## src/sv/tcf_pkg.sv

```systemverilog
`default_nettype none
// ----------------------------------------------------------------------------
// tcf_pkg
// Shared types, constants and helpers of the tilt complementary filter.
// ----------------------------------------------------------------------------
package tcf_pkg;

  // number of cordic micro-rotations
  localparam int CORDIC_STEPS = 14;
  // serial multiplier length, one multiplier bit per cycle
  localparam int MUL_LEN = 16;
  // first phase runs cordic and the rate multiply side by side
  localparam int PH1_LEN = (CORDIC_STEPS > MUL_LEN) ? CORDIC_STEPS : MUL_LEN;
  localparam int CNT_W = 5;
  localparam int TABLE_LEN = 24;

  // cordic datapath widths
  localparam int XY_W = 27;
  localparam int Z_W = 28;
  localparam int PRESCALE = 8;
  localparam logic signed [Z_W-1:0] PI_Z = 28'sd52707179;
  // angle loaded when resting on a side, pi/4 in q4.11
  localparam logic signed [15:0] SIDE_TILT = 16'sd1608;

  // serial product widths
  localparam int P1_W = 33;
  localparam int P2_W = 34;

  typedef enum logic [2:0] {
    CFG_IMU_ENABLE,
    CFG_RATE_BIAS,
    CFG_SAMPLE_PERIOD,
    CFG_BLEND_GAIN,
    CFG_SIDE_THRESHOLD
  } cfg_idx_t;

  typedef enum logic [1:0] {
    ST_OK,
    ST_UPSIDE_DOWN,
    ST_NOT_FLAT,
    ST_IMU_OFF
  } status_t;

  typedef enum logic [2:0] {
    S_IDLE,
    S_RUN,
    S_PRED,
    S_BLEND,
    S_DONE
  } state_t;

  // arctangent of 2^-i in q.24 radians
  function automatic logic signed [Z_W-1:0] atan_entry(input logic [CNT_W-1:0] i);
    logic signed [Z_W-1:0] v;
    begin
      case (i)
        5'd0: v = 28'sd13176795;
        5'd1: v = 28'sd7778716;
        5'd2: v = 28'sd4110060;
        5'd3: v = 28'sd2086331;
        5'd4: v = 28'sd1047214;
        5'd5: v = 28'sd524117;
        5'd6: v = 28'sd262123;
        5'd7: v = 28'sd131069;
        5'd8: v = 28'sd65536;
        5'd9: v = 28'sd32768;
        5'd10: v = 28'sd16384;
        5'd11: v = 28'sd8192;
        5'd12: v = 28'sd4096;
        5'd13: v = 28'sd2048;
        5'd14: v = 28'sd1024;
        5'd15: v = 28'sd512;
        5'd16: v = 28'sd256;
        5'd17: v = 28'sd128;
        5'd18: v = 28'sd64;
        5'd19: v = 28'sd32;
        5'd20: v = 28'sd16;
        5'd21: v = 28'sd8;
        5'd22: v = 28'sd4;
        5'd23: v = 28'sd2;
        default: v = '0;
      endcase
      return v;
    end
  endfunction

  // clamp to signed 16 bits
  function automatic logic signed [15:0] sat16(input logic signed [31:0] v);
    logic signed [15:0] r;
    begin
      if (v > 32'sd32767) r = 16'sd32767;
      else if (v < -32'sd32768) r = -16'sd32768;
      else r = v[15:0];
      return r;
    end
  endfunction

endpackage
`default_nettype wire

```

## src/sv/tcf_if.sv

```systemverilog
`default_nettype none
// ----------------------------------------------------------------------------
// tcf channel interfaces
// Valid/ready channels for input items and result items.
// ----------------------------------------------------------------------------
interface tcf_in_if;
  logic valid;
  logic ready;
  logic cmd;
  logic signed [15:0] gyro_rate;
  logic signed [15:0] accel_x;
  logic signed [15:0] accel_y;
  modport source (output valid, cmd, gyro_rate, accel_x, accel_y, input ready);
  modport sink (input valid, cmd, gyro_rate, accel_x, accel_y, output ready);
endinterface

interface tcf_out_if;
  logic valid;
  logic ready;
  logic signed [15:0] angle;
  logic signed [15:0] rate;
  logic [1:0] status;
  modport source (output valid, angle, rate, status, input ready);
  modport sink (input valid, angle, rate, status, output ready);
endinterface
`default_nettype wire

```

## src/sv/tilt_complementary_filter.sv

```systemverilog
`default_nettype none
// ----------------------------------------------------------------------------
// tilt_complementary_filter
// Gyro/accelerometer complementary filter keeping one tilt angle estimate.
// ----------------------------------------------------------------------------
// One item at a time. A filter step runs S_RUN, where the iterative cordic
// atan2 runs next to the bit-serial rate x period multiply, then S_PRED,
// which forms the prediction, then S_BLEND, which runs the bit-serial error
// x gain multiply, then S_DONE, which writes the result register. A
// classification or a step with the sensor disabled goes from the transfer
// straight to S_DONE. The input is ready again in the cycle the result
// appears, so a new item is taken only once the last one is written.
// The result register lets the next item be taken while a result
// still waits on the output side; that item then holds in S_DONE
// until the result register is free.
module tilt_complementary_filter (
  input  wire logic          clk,
  input  wire logic          rst_n,
  tcf_in_if.sink             in_ch,
  tcf_out_if.source          out_ch,
  input  wire logic          cfg_we,
  input  wire logic [2:0]    cfg_index,
  input  wire logic [15:0]   cfg_data
);
  import tcf_pkg::*;

  // configuration registers
  logic              imu_enable_r;
  logic signed [15:0] rate_bias_r;
  logic [15:0]       sample_period_r;
  logic [15:0]       blend_gain_r;
  logic [14:0]       side_threshold_r;

  // filter state
  logic signed [15:0] tilt_r;
  logic signed [15:0] rate_r;
  logic [1:0]         status_r;
  logic               step_r;

  // sequencer
  state_t            state_r, state_nxt;
  logic [CNT_W-1:0]  cnt_r;

  // cordic registers
  logic signed [XY_W-1:0] x_r, y_r;
  logic signed [Z_W-1:0]  z_r;
  logic                   zero_r;

  // serial multipliers
  logic signed [P1_W-1:0] acc1_r, mc1_r;
  logic [15:0]            mp1_r;
  logic signed [P2_W-1:0] acc2_r, mc2_r;
  logic [15:0]            mp2_r;
  logic signed [15:0]     pred_r;

  // result register
  logic               out_valid_r;
  logic signed [15:0] out_angle_r, out_rate_r;
  logic [1:0]         out_status_r;

  logic in_xfer, out_free;
  assign in_xfer  = in_ch.valid && in_ch.ready;
  assign out_free = !out_valid_r || out_ch.ready;

  assign in_ch.ready   = (state_r == S_IDLE);
  assign out_ch.valid  = out_valid_r;
  assign out_ch.angle  = out_angle_r;
  assign out_ch.rate   = out_rate_r;
  assign out_ch.status = out_status_r;

  // accept-time values
  logic signed [16:0]     rate_diff;
  logic signed [15:0]     rate_sat;
  logic signed [XY_W-1:0] x_init, y_init;
  logic signed [15:0]     ax_mag;
  always_comb begin
    rate_diff = 17'(in_ch.gyro_rate) - 17'(rate_bias_r);
    rate_sat  = sat16(32'(rate_diff));
    x_init    = {{(XY_W-16-PRESCALE){in_ch.accel_y[15]}}, in_ch.accel_y, {PRESCALE{1'b0}}};
    y_init    = {{(XY_W-16-PRESCALE){in_ch.accel_x[15]}}, in_ch.accel_x, {PRESCALE{1'b0}}};
    ax_mag    = in_ch.accel_x[15] ? -in_ch.accel_x : in_ch.accel_x;
  end

  // one cordic micro-rotation
  logic signed [XY_W-1:0] xs, ys;
  logic signed [Z_W-1:0]  atan_i;
  always_comb begin
    xs     = x_r >>> cnt_r;
    ys     = y_r >>> cnt_r;
    atan_i = atan_entry(cnt_r);
  end

  // prediction and angle error
  logic signed [P1_W-1:0] r1;
  logic signed [18:0]     pred_sum;
  logic signed [15:0]     pred;
  logic signed [Z_W-1:0]  zr;
  logic signed [15:0]     meas;
  logic signed [16:0]     err;
  always_comb begin
    r1       = (acc1_r + P1_W'(16384)) >>> 15;
    pred_sum = 19'(tilt_r) + r1[18:0];
    pred     = sat16(32'(pred_sum));
    zr       = (z_r + Z_W'(4096)) >>> 13;
    meas     = zero_r ? 16'sd0 : sat16(32'(zr));
    err      = 17'(meas) - 17'(pred);
  end

  // blended angle
  logic signed [P2_W-1:0] r2;
  logic signed [19:0]     fin_sum;
  logic signed [15:0]     fin_angle;
  always_comb begin
    r2        = (acc2_r + P2_W'(32768)) >>> 16;
    fin_sum   = 20'(pred_r) + r2[19:0];
    fin_angle = sat16(32'(fin_sum));
  end

  // state register
  always_ff @(posedge clk) begin
    if (!rst_n) state_r <= S_IDLE;
    else state_r <= state_nxt;
  end

  // next state
  always_comb begin
    state_nxt = state_r;
    unique case (state_r)
      S_IDLE: begin
        if (in_xfer) begin
          if (imu_enable_r && !in_ch.cmd) state_nxt = S_RUN;
          else state_nxt = S_DONE;
        end
      end
      S_RUN: begin
        if (cnt_r == CNT_W'(PH1_LEN - 1)) state_nxt = S_PRED;
      end
      S_PRED: state_nxt = S_BLEND;
      S_BLEND: begin
        if (cnt_r == CNT_W'(MUL_LEN - 1)) state_nxt = S_DONE;
      end
      S_DONE: begin
        if (out_free) state_nxt = S_IDLE;
      end
      default: state_nxt = S_IDLE;
    endcase
  end

  // configuration writes
  always_ff @(posedge clk) begin
    if (!rst_n) begin
      imu_enable_r     <= 1'b0;
      rate_bias_r      <= '0;
      sample_period_r  <= 16'd655;
      blend_gain_r     <= 16'd13107;
      side_threshold_r <= 15'd10425;
    end else if (cfg_we) begin
      case (cfg_index)
        CFG_IMU_ENABLE:     imu_enable_r     <= cfg_data[0];
        CFG_RATE_BIAS:      rate_bias_r      <= cfg_data;
        CFG_SAMPLE_PERIOD:  sample_period_r  <= cfg_data;
        CFG_BLEND_GAIN:     blend_gain_r     <= cfg_data;
        CFG_SIDE_THRESHOLD: side_threshold_r <= cfg_data[14:0];
        default: ;
      endcase
    end
  end

  // filter state and result register
  always_ff @(posedge clk) begin
    if (!rst_n) begin
      tilt_r      <= '0;
      rate_r      <= '0;
      status_r    <= ST_OK;
      step_r      <= 1'b0;
      out_valid_r <= 1'b0;
    end else begin
      // load a finished item, else empty the slot on a transfer
      if (state_r == S_DONE && out_free) begin
        out_valid_r  <= 1'b1;
        out_angle_r  <= step_r ? fin_angle : tilt_r;
        out_rate_r   <= rate_r;
        out_status_r <= status_r;
        if (step_r) tilt_r <= fin_angle;
      end else if (out_ch.ready) begin
        out_valid_r <= 1'b0;
      end
      if (state_r == S_IDLE && in_xfer) begin
        if (!imu_enable_r) begin
          step_r   <= 1'b0;
          status_r <= ST_IMU_OFF;
        end else if (!in_ch.cmd) begin
          step_r   <= 1'b1;
          status_r <= ST_OK;
          rate_r   <= rate_sat;
        end else begin
          step_r <= 1'b0;
          if (in_ch.accel_y[15]) begin
            status_r <= ST_UPSIDE_DOWN;
          end else if ($unsigned(ax_mag) < {1'b0, side_threshold_r}) begin
            status_r <= ST_NOT_FLAT;
          end else begin
            status_r <= ST_OK;
            tilt_r   <= in_ch.accel_x[15] ? -SIDE_TILT : SIDE_TILT;
          end
        end
      end
    end
  end

  // cordic and serial multiply datapath
  always_ff @(posedge clk) begin
    unique case (state_r)
      S_IDLE: begin
        cnt_r  <= '0;
        zero_r <= (in_ch.accel_x == 16'sd0) && (in_ch.accel_y == 16'sd0);
        if (in_ch.accel_y[15]) begin
          x_r <= -x_init;
          y_r <= -y_init;
          z_r <= in_ch.accel_x[15] ? -PI_Z : PI_Z;
        end else begin
          x_r <= x_init;
          y_r <= y_init;
          z_r <= '0;
        end
        acc1_r <= '0;
        mc1_r  <= P1_W'(rate_sat);
        mp1_r  <= sample_period_r;
      end
      S_RUN: begin
        cnt_r <= cnt_r + 1'b1;
        if (cnt_r < CNT_W'(CORDIC_STEPS)) begin
          if (!y_r[XY_W-1]) begin
            x_r <= x_r + ys;
            y_r <= y_r - xs;
            z_r <= z_r + atan_i;
          end else begin
            x_r <= x_r - ys;
            y_r <= y_r + xs;
            z_r <= z_r - atan_i;
          end
        end
        if (cnt_r < CNT_W'(MUL_LEN)) begin
          if (mp1_r[0]) acc1_r <= acc1_r + mc1_r;
          mc1_r <= mc1_r <<< 1;
          mp1_r <= mp1_r >> 1;
        end
      end
      S_PRED: begin
        cnt_r  <= '0;
        pred_r <= pred;
        acc2_r <= '0;
        mc2_r  <= P2_W'(err);
        mp2_r  <= blend_gain_r;
      end
      S_BLEND: begin
        cnt_r <= cnt_r + 1'b1;
        if (mp2_r[0]) acc2_r <= acc2_r + mc2_r;
        mc2_r <= mc2_r <<< 1;
        mp2_r <= mp2_r >> 1;
      end
      S_DONE: ;
      default: ;
    endcase
  end

endmodule
`default_nettype wire

```

## src/flat_wrapper.sv

```systemverilog
// flat-port wrapper written by rule: the top's interface ports become plain ports
module tilt_complementary_filter_flat import tcf_pkg::*;
  (clk, rst_n, cfg_we, cfg_index, cfg_data, in_ch_valid, in_ch_cmd, in_ch_gyro_rate, in_ch_accel_x, in_ch_accel_y, in_ch_ready, out_ch_valid, out_ch_angle, out_ch_rate, out_ch_status, out_ch_ready);
  tcf_in_if in_ch_i ();
  tcf_out_if out_ch_i ();
  input  wire logic clk;
  input  wire logic rst_n;
  input  wire logic cfg_we;
  input  wire logic [2:0] cfg_index;
  input  wire logic [15:0] cfg_data;
  input wire logic [$bits(in_ch_i.valid)-1:0] in_ch_valid;
  input wire logic [$bits(in_ch_i.cmd)-1:0] in_ch_cmd;
  input wire logic [$bits(in_ch_i.gyro_rate)-1:0] in_ch_gyro_rate;
  input wire logic [$bits(in_ch_i.accel_x)-1:0] in_ch_accel_x;
  input wire logic [$bits(in_ch_i.accel_y)-1:0] in_ch_accel_y;
  output wire logic [$bits(in_ch_i.ready)-1:0] in_ch_ready;
  output wire logic [$bits(out_ch_i.valid)-1:0] out_ch_valid;
  output wire logic [$bits(out_ch_i.angle)-1:0] out_ch_angle;
  output wire logic [$bits(out_ch_i.rate)-1:0] out_ch_rate;
  output wire logic [$bits(out_ch_i.status)-1:0] out_ch_status;
  input wire logic [$bits(out_ch_i.ready)-1:0] out_ch_ready;
  assign in_ch_i.valid = in_ch_valid;
  assign in_ch_i.cmd = in_ch_cmd;
  assign in_ch_i.gyro_rate = in_ch_gyro_rate;
  assign in_ch_i.accel_x = in_ch_accel_x;
  assign in_ch_i.accel_y = in_ch_accel_y;
  assign in_ch_ready = in_ch_i.ready;
  assign out_ch_valid = out_ch_i.valid;
  assign out_ch_angle = out_ch_i.angle;
  assign out_ch_rate = out_ch_i.rate;
  assign out_ch_status = out_ch_i.status;
  assign out_ch_i.ready = out_ch_ready;
  tilt_complementary_filter u_core (.clk(clk), .rst_n(rst_n), .in_ch(in_ch_i), .out_ch(out_ch_i), .cfg_we(cfg_we), .cfg_index(cfg_index), .cfg_data(cfg_data));
endmodule
```

## config.mk

```make
export PLATFORM = sky130hd
export DESIGN_NAME = tilt_complementary_filter_flat
export DESIGN_NICKNAME = d
export VERILOG_FILES = /design/src/sv/tcf_pkg.sv /design/src/sv/tcf_if.sv /design/src/sv/tilt_complementary_filter.sv /design/src/flat_wrapper.sv
export SDC_FILE = /design/constraint.sdc
export NUM_CORES = 2
export LEC_CHECK = 0
export ABC_CLOCK_PERIOD_IN_PS = 8500
export BUFFER_PORTS_ARGS = -buffer_cell sky130_fd_sc_hd__buf_4
export CORE_ASPECT_RATIO = 1.75
export CORE_MARGIN = 8
export CORE_UTILIZATION = 35
export DETAILED_ROUTE_END_ITERATION = 7
export GPL_ROUTABILITY_DRIVEN = 0
export PLACE_DENSITY_LB_ADDON = 0.08
export SYNTH_ARGS = -nofsm -noshare
export SYNTH_HDL_FRONTEND = slang
export SYNTH_SLANG_ARGS = --single-unit
export TNS_END_PERCENT = 50
```

## constraint.sdc

```tcl
create_clock -name clk -period 8.5 [get_ports clk]
set_input_delay 0.85 -clock clk [delete_from_list [all_inputs] [get_ports clk]]
set_output_delay 0.85 -clock clk [all_outputs]
set_load 0.005 [all_outputs]
```

==> results by group <==
Status
  • Run status: finished clean

Synth
  • Synth Warn #: 0
  • Synth cell types: about 90
  • Cell Area, Synth: 33300 sq um
  • Cells after Synth: between 3000 and 4000
  • Register bit count reported by yosys: 431
  • Post-synth EDFFs: 304
  • Synthesized Nets: approximately 4100
  • Register area share after synthesis: 35.0%
  • Ys flop type: edfxtp_1
  • Syn Area/Cell: 8.86 sq um
  • Synth async-reset ratio: 0%

Timing
  • Setup TNS: 0 ps
  • Hold WS: about 410 ps
  • Final Max Tran Viols: 0
  • Slew headroom: between 20% and 30%
  • Final period util: 80.8%
  • Fmax: 146 MHz
  • Setup Skew: 33.9 ps
  • Least-Margin Pin Slew: between 1000 and 1500 ps
  • Final Hold Fails: 0
  • Final Setup Violations: 0
  • Crit path time final: 6870 ps
  • Unrepaired setup endpoints after global routing: no

Flow run
  • Max cap viols: 0

Power and ir drop
  • P_sw: about 0.0023 W
  • Clk pwr share: between 30% and 40%
  • Internal: 0.00460 W
  • Switching Fraction: around 34%
  • VDD IR-drop max: 0.147 mV
  • Lkg Pwr: between 10 and 15 nW
  • Pwr dens: 187 nW/um^2
  • Combinational Power Share: between 30% and 40%
  • Sequential share of power: a little over a third

Route
  • Met1 Routed Length: ~42000 microns
  • Routed Antenna Nets: 0
  • DR vias: around 28000
  • Wirelength per Cell: ~22 microns
  • Met2 Wirelength: approximately 58000 microns
  • Via density: 5.58
  • Highest routed layer: met5
  • Detailed Routing Iterations Pass 1: 5
  • Number of DRC markers in iteration 0: 1505
  • Total met3 wirelength after detailed routing: 3820 microns
  • Final wirelength: 109000 microns
  • DRC errors left: 0

Clock network
  • CTS buffer count: ~50
  • Post-cts resize count: 0
  • CTS clk-pin slew, worst paths: around 60 ps
  • Clock Tree Buf Depth: 3
  • CTS tree: done
  • Setup bufs post-CTS: 0
  • H-Tree Depth: 2
  • CTS Root Buffer Type: clkbuf_16
  • Skew-Pair Late Insertion Delay: about 630 ps
  • Hold_buf cts: 0
  • Sink Count: between 400 and 500

Die
  • Ports: approximately 110
  • Die Span Y: approximately 420 microns
  • Initial Util: between 30% and 40%
  • FP Rows: 149
  • Die area: roughly 110000 sq um
  • DIE WIDTH: roughly 250 microns
  • Placeable Area: between 90000 and 100000 sq um

Placed design
  • Port Buf Inserts: between 100 and 150
  • Placed cells: just under 5000
  • Area after DPL: around 35000 sq um
  • HPWL after detailed placement: about 85000 microns

Finish
  • Number of fillers in the final layout: 9766
  • Multi-input gate area: 20500 sq um
  • Final nets: ~4100
  • Most common cell after layout, fill and taps aside: nand2_1
  • Area grow syn2layout: 11.3%
  • Commonest cells after routing, fill and taps aside: 516 x nand2_1, 337 x nor2_1, 337 x a21oi_1
  • Register area: ~12000 sq um
  • Final non-filler cell total: about 5000
  • Layout cells sized above 1: roughly a tenth
  • Design area: roughly 37000 sq um

Setup path
  • Top delay family on crit path: compound AO/OA/AOI/OAI gates
  • Crit path DAT: roughly 7200 ps
  • Worst endpoint required time: 8810 ps
  • Crit path buffers/inverters: 1
  • Critical Path Fanout Max: 18
  • Kind of critical path: reg -> reg
  • Startpoint types: flop
  • Crit path capture type: flop
  • Crit-path most repeated cell: o21ai_0
  • Largest stage delay, worst path: around 500 ps
  • Crit-path slowest cell: or3_1

GRT
  • Grt ovf: 0
  • Initial antenna violation count: 5
  • First-pass GRT wire length: ~170000 microns
  • Pin count of the biggest net entering global routing: between 80 and 90
  • Number of global-route vias before repair: 28500
  • Tot GR Track Use: around a fifth

Hold path
  • Hold crit path type: reg -> reg
## Yosys cell counts, types with 16 or more instances
master / number / area, sq um
dfxtp_1: 127 / 2540
edfxtp_1: 304 / 9130
nand2b_1: 35 / 219
xor2_1: 118 / 1030
a211oi_1: 35 / 263
and2_1: 28 / 175
nor2_1: 338 / 1270
buf_1: 17 / 63.8
o31ai_1: 23 / 173
nor3_1: 66 / 330
o211ai_1: 25 / 188
xnor2_1: 191 / 1670
a21oi_1: 338 / 1690
o21a_1: 54 / 405
a221oi_1: 19 / 166
nand2_1: 517 / 1940
nand3_1: 110 / 551
and3_1: 34 / 213
or3_1: 41 / 257
nor2b_1: 42 / 263
mux2i_1: 52 / 521
a31oi_1: 38 / 238
or2_2: 19 / 119
a21o_1: 91 / 683
clkbuf_1: 127 / 477
nand4_1: 26 / 163
inv_1: 126 / 473
ha_1: 245 / 3070
mux2_2: 16 / 180
o21ai_0: 229 / 1150
mux4_2: 61 / 1370
o21bai_1: 19 / 143
## state kept, by name (all words and copies together), names as in the netlist, 24 cells and up
signal / cells
u_core.acc1_r: 33
u_core.acc2_r: 34
u_core.mc1_r: 33
u_core.z_r: 28
u_core.x_r: 27
u_core.y_r: 27
u_core.atan_i: 24
u_core.mc2_r: 34
## power groups by stage
stage / combinational [W] / sequential [W] / clock [W]
2_1_floorplan: 0.00159 / 0.00249 / 0
3_3_place_gp: 0.00212 / 0.00255 / 0
3_5_place_dp: 0.00212 / 0.00255 / 0
4_1_cts: 0.00214 / 0.00251 / 0.00239
5_1_grt: 0.00236 / 0.00252 / 0.00245
6_report: 0.00212 / 0.00250 / 0.00231
## per-layer routing
layer / GRT usage [%] / vias up
li1: - / 13800
met1: 21.4 / 13500
met2: 38.4 / 561
met3: 2.35 / 222
met4: 10.2 / 4
met5: 0 / -
## final cells by class
class	instances	share of cell area [%]
multi-input combinational	3034	55.3
sequential	431	31.5
tap	1208	4.08
clock buffer	74	4.01
timing repair buffer	149	3.08
inverter	132	1.34
clock inverter	18	0.662
antenna	1	0.00675
## worst paths after layout
kind | to | cells after the start | startpoint | slack (ps)
hold / removal | u_core.out_ch.status[1]$_DFFE_PP_ | 0 | u_core.status_r[1]$_SDFFE_PN0P_ | 410
setup / recovery | u_core.mc2_r[24]$_DFFE_PN_ | 26 | u_core.acc1_r[14]$_SDFFCE_PN0P_ | 1630
hold reg to reg | u_core.out_ch.status[1]$_DFFE_PP_ | 0 | u_core.status_r[1]$_SDFFE_PN0P_ | 410
setup reg to reg | u_core.mc2_r[24]$_DFFE_PN_ | 26 | u_core.acc1_r[14]$_SDFFCE_PN0P_ | 1630
## per-stage QoR
stage	utilization [%]	setup WS, ps	total power, W
after floorplan	-	1940	0.00408
after global placement	37.5	1740	0.00467
after detailed placement	37.5	1690	0.00467
after CTS	39.3	1630	0.00703
after global routing	39.3	937	0.00733
final	39.3	1630	0.00694
## kinds of logic after synthesis
group                    synth area share, %
multiplexers                            6.23
AND/OR/NAND/NOR                         18.3
buffers and inverters                   3.50
XOR/XNOR                                8.12
adder cells (fa/ha/maj)                 9.74
AO/OA/AOI/OAI                           19.0
flip-flops                              35.0
No activity file was read; power rests on OpenSTA's default activity.
